## config.mk

```make
export PLATFORM = sky130hd
export DESIGN_NAME = luhn_card_number_check
export DESIGN_NICKNAME = d
export VERILOG_FILES = /design/src/rtl/luhn_pkg.sv /design/src/rtl/luhn_card_number_check.sv
export SDC_FILE = /design/constraint.sdc
export NUM_CORES = 1
export LEC_CHECK = 0
export BUFFER_PORTS_ARGS = -buffer_cell sky130_fd_sc_hd__buf_2
export CORE_AREA = 2 2 183 185
export DETAILED_ROUTE_END_ITERATION = 10
export DIE_AREA = 0 0 185 187
export SYNTH_ARGS = -nofsm -noshare
export SYNTH_HDL_FRONTEND = slang
export SYNTH_SLANG_ARGS = --single-unit
```

## constraint.sdc

```tcl
create_clock -name clk -period 4.02 [get_ports clk]
set_clock_uncertainty 0.15 [all_clocks]
set_input_delay 1.206 -clock clk [delete_from_list [all_inputs] [get_ports clk]]
set_output_delay 1.206 -clock clk [all_outputs]
set_load 0.1 [all_outputs]
```

## src/rtl/luhn_pkg.sv

```systemverilog
package luhn_pkg;

    // field widths
    localparam int CARD_W       = 63;
    localparam int CLASS_W      = 2;
    localparam int COUNT_W      = 5;
    localparam int SUM_W        = 8;

    // a 63-bit value has at most 19 decimal digits
    localparam int BCD_DIGITS   = 19;
    localparam int BCD_W        = 4 * BCD_DIGITS;

    // defaults and limits
    localparam int MAX_DIGITS_DEF = 19;
    localparam int MIN_LENGTH     = 13;

    typedef logic [CARD_W-1:0]  card_number_t;
    typedef logic [CLASS_W-1:0] card_class_t;
    typedef logic [COUNT_W-1:0] digit_total_t;
    typedef logic [SUM_W-1:0]   luhn_total_t;
    typedef logic [3:0]         digit_t;

    // brand codes on card_class
    typedef enum logic [CLASS_W-1:0] {
        CLASS_INVALID = 2'd0,
        CLASS_BRAND1  = 2'd1,
        CLASS_BRAND2  = 2'd2,
        CLASS_BRAND3  = 2'd3
    } class_code_t;

endpackage

```

## src/rtl/luhn_card_number_check.sv

```systemverilog
// Luhn mod-10 card number check with brand classification.
//
// Channels: a request is taken on the rising edge where start is high and
// busy is low; card_number is sampled at that edge. The result (card_class,
// checksum_ok, digit_total, luhn_total) is shown for exactly one cycle with
// done high and is not held off by the receiver, which cannot stall.
//
// Operation: the binary number is turned into 19 BCD digits by a shift-and-add-3
// converter, one input bit per cycle. The BCD register is then scanned one digit
// per cycle from the least significant end, while digits remain, up to MAX_DIGITS
// digits (so 0 to MAX_DIGITS digits are examined), and a final step classifies
// the number. busy stays high from the accepting edge until done, and a new
// request may be taken in the cycle where done is high.
//
// Reset: rst_n clears the controller to idle with busy and done low; results
// read as zero until the first request completes.
module luhn_card_number_check #(
    parameter int MAX_DIGITS = luhn_pkg::MAX_DIGITS_DEF
) (
    input  logic                    clk,
    input  logic                    rst_n,
    input  logic                    start,
    output logic                    busy,
    input  luhn_pkg::card_number_t  card_number,
    output logic                    done,
    output luhn_pkg::card_class_t   card_class,
    output logic                    checksum_ok,
    output luhn_pkg::digit_total_t  digit_total,
    output luhn_pkg::luhn_total_t   luhn_total
);

    import luhn_pkg::*;

    localparam int BIT_CNT_W = $clog2(CARD_W);

    typedef enum logic [1:0] {
        ST_IDLE,
        ST_CONVERT,
        ST_SCAN
    } state_t;

    state_t                 state_reg, state_next;
    card_number_t           bin_reg, bin_next;
    logic [BCD_W-1:0]       bcd_reg, bcd_next;
    logic [BIT_CNT_W-1:0]   bit_cnt_reg, bit_cnt_next;
    digit_total_t           count_reg, count_next;
    luhn_total_t            sum_reg, sum_next;
    digit_t                 mod_reg, mod_next;
    digit_t                 lead_reg, lead_next;
    digit_t                 second_reg, second_next;
    logic                   busy_reg, busy_next;
    logic                   done_reg, done_next;
    card_class_t            class_reg, class_next;
    logic                   ok_reg, ok_next;
    digit_total_t           total_reg, total_next;
    luhn_total_t            luhn_reg, luhn_next;

    // add 3 to every BCD digit of 5 or more before the shift
    function automatic logic [BCD_W-1:0] bcd_adjust(input logic [BCD_W-1:0] v);
        logic [BCD_W-1:0] r;
        r = v;
        for (int k = 0; k < BCD_DIGITS; k++)
        begin
            if (v[4*k +: 4] >= 4'd5)
            begin
                r[4*k +: 4] = v[4*k +: 4] + 4'd3;
            end
        end
        return r;
    endfunction

    // digit contribution for the current scan position
    logic [BCD_W-1:0] bcd_adj;
    digit_t       digit;
    logic [4:0]   doubled;
    digit_t       contrib;
    logic [4:0]   mod_sum;
    logic         more_digits;
    logic         sum_ok;
    class_code_t  class_code;

    always_comb
    begin
        bcd_adj = bcd_adjust(bcd_reg);
        digit   = bcd_reg[3:0];
        doubled = {digit, 1'b0};
        if (count_reg[0])
        begin
            contrib = (doubled >= 5'd10) ? 4'(doubled - 5'd9) : doubled[3:0];
        end
        else
        begin
            contrib = digit;
        end
        mod_sum     = {1'b0, mod_reg} + {1'b0, contrib};
        more_digits = (bcd_reg != '0) && (count_reg < COUNT_W'(MAX_DIGITS));
        sum_ok      = (mod_reg == 4'd0);
    end

    // brand from the two leading digits of a passing number
    always_comb
    begin
        class_code = CLASS_INVALID;
        if (sum_ok && (bcd_reg == '0) && (count_reg >= COUNT_W'(MIN_LENGTH)))
        begin
            if (lead_reg == 4'd4)
            begin
                class_code = CLASS_BRAND1;
            end
            else if ((lead_reg == 4'd3) && (second_reg inside {4'd4, 4'd7}))
            begin
                class_code = CLASS_BRAND2;
            end
            else if ((lead_reg == 4'd5) && (second_reg inside {[4'd1:4'd5]}))
            begin
                class_code = CLASS_BRAND3;
            end
        end
    end

    // next-state logic
    always_comb
    begin
        state_next   = state_reg;
        bin_next     = bin_reg;
        bcd_next     = bcd_reg;
        bit_cnt_next = bit_cnt_reg;
        count_next   = count_reg;
        sum_next     = sum_reg;
        mod_next     = mod_reg;
        lead_next    = lead_reg;
        second_next  = second_reg;
        busy_next    = busy_reg;
        done_next    = 1'b0;
        class_next   = class_reg;
        ok_next      = ok_reg;
        total_next   = total_reg;
        luhn_next    = luhn_reg;

        case (state_reg)
            ST_IDLE:
            begin
                if (start)
                begin
                    bin_next     = card_number;
                    bcd_next     = '0;
                    bit_cnt_next = '0;
                    count_next   = '0;
                    sum_next     = '0;
                    mod_next     = '0;
                    lead_next    = '0;
                    second_next  = '0;
                    busy_next    = 1'b1;
                    state_next   = ST_CONVERT;
                end
            end
            ST_CONVERT:
            begin
                // shift one binary bit into the BCD register
                bcd_next     = {bcd_adj[BCD_W-2:0], bin_reg[CARD_W-1]};
                bin_next     = {bin_reg[CARD_W-2:0], 1'b0};
                bit_cnt_next = bit_cnt_reg + 1'b1;
                if (bit_cnt_reg == BIT_CNT_W'(CARD_W - 1))
                begin
                    state_next = ST_SCAN;
                end
            end
            ST_SCAN:
            begin
                if (more_digits)
                begin
                    // accumulate one digit, least significant first
                    sum_next    = sum_reg + {4'b0, contrib};
                    mod_next    = (mod_sum >= 5'd10) ? 4'(mod_sum - 5'd10) : mod_sum[3:0];
                    second_next = lead_reg;
                    lead_next   = digit;
                    count_next  = count_reg + 1'b1;
                    bcd_next    = {4'b0, bcd_reg[BCD_W-1:4]};
                end
                else
                begin
                    // classify and present the result
                    class_next = card_class_t'(class_code);
                    ok_next    = sum_ok;
                    total_next = count_reg;
                    luhn_next  = sum_reg;
                    done_next  = 1'b1;
                    busy_next  = 1'b0;
                    state_next = ST_IDLE;
                end
            end
            default:
            begin
                busy_next  = 1'b0;
                state_next = ST_IDLE;
            end
        endcase
    end

    // state and registered outputs
    always_ff @(posedge clk or negedge rst_n)
    begin
        if (!rst_n)
        begin
            state_reg   <= ST_IDLE;
            bin_reg     <= '0;
            bcd_reg     <= '0;
            bit_cnt_reg <= '0;
            count_reg   <= '0;
            sum_reg     <= '0;
            mod_reg     <= '0;
            lead_reg    <= '0;
            second_reg  <= '0;
            busy_reg    <= 1'b0;
            done_reg    <= 1'b0;
            class_reg   <= '0;
            ok_reg      <= 1'b0;
            total_reg   <= '0;
            luhn_reg    <= '0;
        end
        else
        begin
            state_reg   <= state_next;
            bin_reg     <= bin_next;
            bcd_reg     <= bcd_next;
            bit_cnt_reg <= bit_cnt_next;
            count_reg   <= count_next;
            sum_reg     <= sum_next;
            mod_reg     <= mod_next;
            lead_reg    <= lead_next;
            second_reg  <= second_next;
            busy_reg    <= busy_next;
            done_reg    <= done_next;
            class_reg   <= class_next;
            ok_reg      <= ok_next;
            total_reg   <= total_next;
            luhn_reg    <= luhn_next;
        end
    end

    assign busy        = busy_reg;
    assign done        = done_reg;
    assign card_class  = class_reg;
    assign checksum_ok = ok_reg;
    assign digit_total = total_reg;
    assign luhn_total  = luhn_reg;

endmodule
```

==> flow_summary.ini <==
[outcome]
outcome = completed

[timing]
timing.fmax_ghz = 0.2716
worst_pin_slew_ns = 1.095
min_period_ns = 3.682
setup_viol = 0
tns_ns = 0
slew_headroom_pct = 26.72
slew_violations = 0
hold_ws_ns = 0.3257
hold_viol = 0
rsz0062_at_grt = false
period_share_pct = 91.60
layout_setup_ws_ns = 0.3376

[critical_path]
slowest_delay_ns = 0.51
startpoint_type = flop
required_ns = 4.21
worst-path-buf-inv = 1
crit_path_end_kind = flop
slowest_stage = fa_1
crit_arrival_ns = 3.87
path_max_fanout = 5
crit_family = compound AO/OA/AOI/OAI gates
path_cells = inv_1 > ha_1 > nand2b_1 > a21oi_2 > xnor2_1 > nand2_1 > o21ai_0 > fa_1 > xnor2_1 > ha_1 > a21boi_0 > o32a_1 > mux2i_1 > a22o_1
criticalPathCategory = flop to flop

[global_route]
grt_first_pass_wirelength_um = 45160
overflow = 0
grt_antenna_before_repair = 3
grt_max_degree = 84
grt_pass1_vias = 8827
gr-usage-all-layers_pct = 15.85

[synthesis]
synth_flop_cell = dfrtp_1
syn_area_um2 = 11320
synthArstFlopShare_pct = 100.0
yosysSeqAreaShare_pct = 42.01
syn_area_per_cell_um2 = 9.134
synth_top_area_cell = dfrtp_1
synth_edf_count = 0
ys_types = 54
synth-seq-cells = 190
yosys-top-cells-area = dfrtp_1, a21oi_1, ha_1, mux2i_1, o21ai_0
syn_inst = 1239
synth_nets = 1381
netlist.area_leader.share_pct = 42.01
yosys_warnings = 0

[cells_and_area]
antenna_cells = 0
drive_gt1_share_pct = 15.73
largest_reg_flops = 76
finish.utilization_pct = 38.91
nets = 1426
area_growth_pct = 12.99
fill_cells = 3377

[drt]
wire_per_inst_um = 15.23
drt_pre_antenna_iters = 5
drc = 0
vias = 9061
ant_nets = 0
via_per_inst = 5.193
drtIter0Drc = 472
wl_um = 26570

[floorplanning]
dieHeight_um = 187
start_util_pct = 34.44
pin_count = 84
row_count = 67
core_area_um2 = 32860
die-area_um2 = 34600
die_w_um = 185

[clock_network]
clk_pin_slew_ns = 0.08
numCtsBuffers = 17
postCtsHoldBufs = 0
cts_root_buffer = clkbuf_16
cts_buffer_depth = 2
postCtsSetupRepairBufs = 0
cts_tree = yes
cts.sinks = 190
ctsResizeCount = 0
htree_levels = 4
clk_latency_ns = 0.44

[job]
drv_cap = 0

[min_path]
hold_path.class = flop to flop

[place]
routabilityCongestion = 0.8192
io_buffers = 83
place_ws_ns = 0.3008
hpwl_um = 17450

[pwr]
powerDensity_nw_per_um2 = 288.4
vdd_drop_max_uv = 238.3
p_leak_nw = 6.087
## worst paths after layout
check | from | endpoint | slack, ns | depth (start not counted)
max in group asynchronous | rst_n | bin_reg[14] | 2.34 | 2
min | luhn_total[7] | luhn_total[7] | 0.33 | 2
max | bcd_reg[1] | mod_reg[2] | 0.34 | 14
min in group asynchronous | rst_n | bin_reg[51] | 0.62 | 1
min reg2reg | luhn_total[7] | luhn_total[7] | 0.33 | 2
max reg2reg | bcd_reg[1] | mod_reg[2] | 0.34 | 14
## placed cells by master (no fill, tap or decap), drive strengths merged, types with 7 or more instances in the layout
master / Yosys / layout
a22oi: 37 / 37
dfrtp: 190 / 190
nor2: 51 / 51
mux2i: 63 / 63
mux2: 11 / 11
a21oi: 238 / 238
o211ai: 8 / 8
buf: 15 / 99
a22o: 11 / 11
nand2b: 22 / 22
nor3: 7 / 7
nand4: 9 / 9
xnor2: 22 / 22
nand3: 9 / 9
xor2: 10 / 10
nand2: 153 / 153
clkinv: 0 / 8
clkbuf: 59 / 18
nor3b: 13 / 13
o21ai: 123 / 123
ha: 74 / 74
inv: 53 / 59
## through the flow
stage / cells / area, um2 / power, mW
floorplan: 1239 / 11320 / 1.950
global placement: 1713 / 12190 / 2.028
detailed placement: 1713 / 12190 / 2.028
CTS: 1745 / 12780 / 3.734
global route: 1745 / 12790 / 3.820
finish: 1745 / 12790 / 3.687
## kinds of logic after synthesis
group	after synthesis	share of synthesized area (%)
buffers and inverters	127	4.666
flip-flops	190	42.01
XOR/XNOR	32	2.476
AO/OA/AOI/OAI	446	23.54
AND/OR/NAND/NOR	294	12.11
multiplexers	74	6.667
adder cells (fa/ha/maj)	76	8.535
## layer usage
layer  global-route usage [%]  part of all wire [%]  up-vias
met4                    3.877                   1.3        6
met3                    4.206                   5.2       28
met5                        0                  0.13        -
li1                         -                     -     4474
met1                    21.76                    48     4379
met2                    24.86                    46      174
## report_power, final
group	internal [mW]	switching [mW]	total (mW)
combinational	0.0289	0.0475	0.0764
sequential	1.91	0	1.91
clock	0.835	0.867	1.70
## cells in the mapped netlist, types with 9 or more instances
| library cell | count |
|---|---|
| o21ai_0 | 121 |
| a22o_1 | 11 |
| nor2_1 | 51 |
| a22oi_1 | 37 |
| nand2b_1 | 22 |
| xor2_1 | 10 |
| a21oi_1 | 188 |
| nand2_1 | 153 |
| a21oi_2 | 50 |
| clkbuf_1 | 58 |
| nand4_1 | 9 |
| xnor2_1 | 22 |
| ha_1 | 74 |
| dfrtp_1 | 190 |
| nand3_1 | 9 |
| mux2_2 | 11 |
| nor3b_1 | 13 |
| mux2i_1 | 63 |
| inv_1 | 53 |
## cell type report
type                            count  area, um2  share of cell area, %
Sequential cell                   190       4755                  37.18
Clock inverter                     15      168.9                  1.321
Inverter                           53      198.9                  1.556
Multi-Input combinational cell    922       6077                  47.52
Clock buffer                       17      425.4                  3.327
Timing Repair Buffer              100      601.8                  4.706
Tap cell                          448      560.5                  4.384
## worst reg2reg max path, delay by kind of cell (launching register included)
family	cells	cell delay [ns]
AOI/OAI and AO/OA	5	1.11
xor gates and xnor gates	2	0.42
adders and majority gates	3	1.02
buffers and inverters	1	0.15
DFF	1	0.41
muxes	1	0.14
and+or+nand+nor	2	0.18
Note: power is estimated with default switching activity, not from simulation.
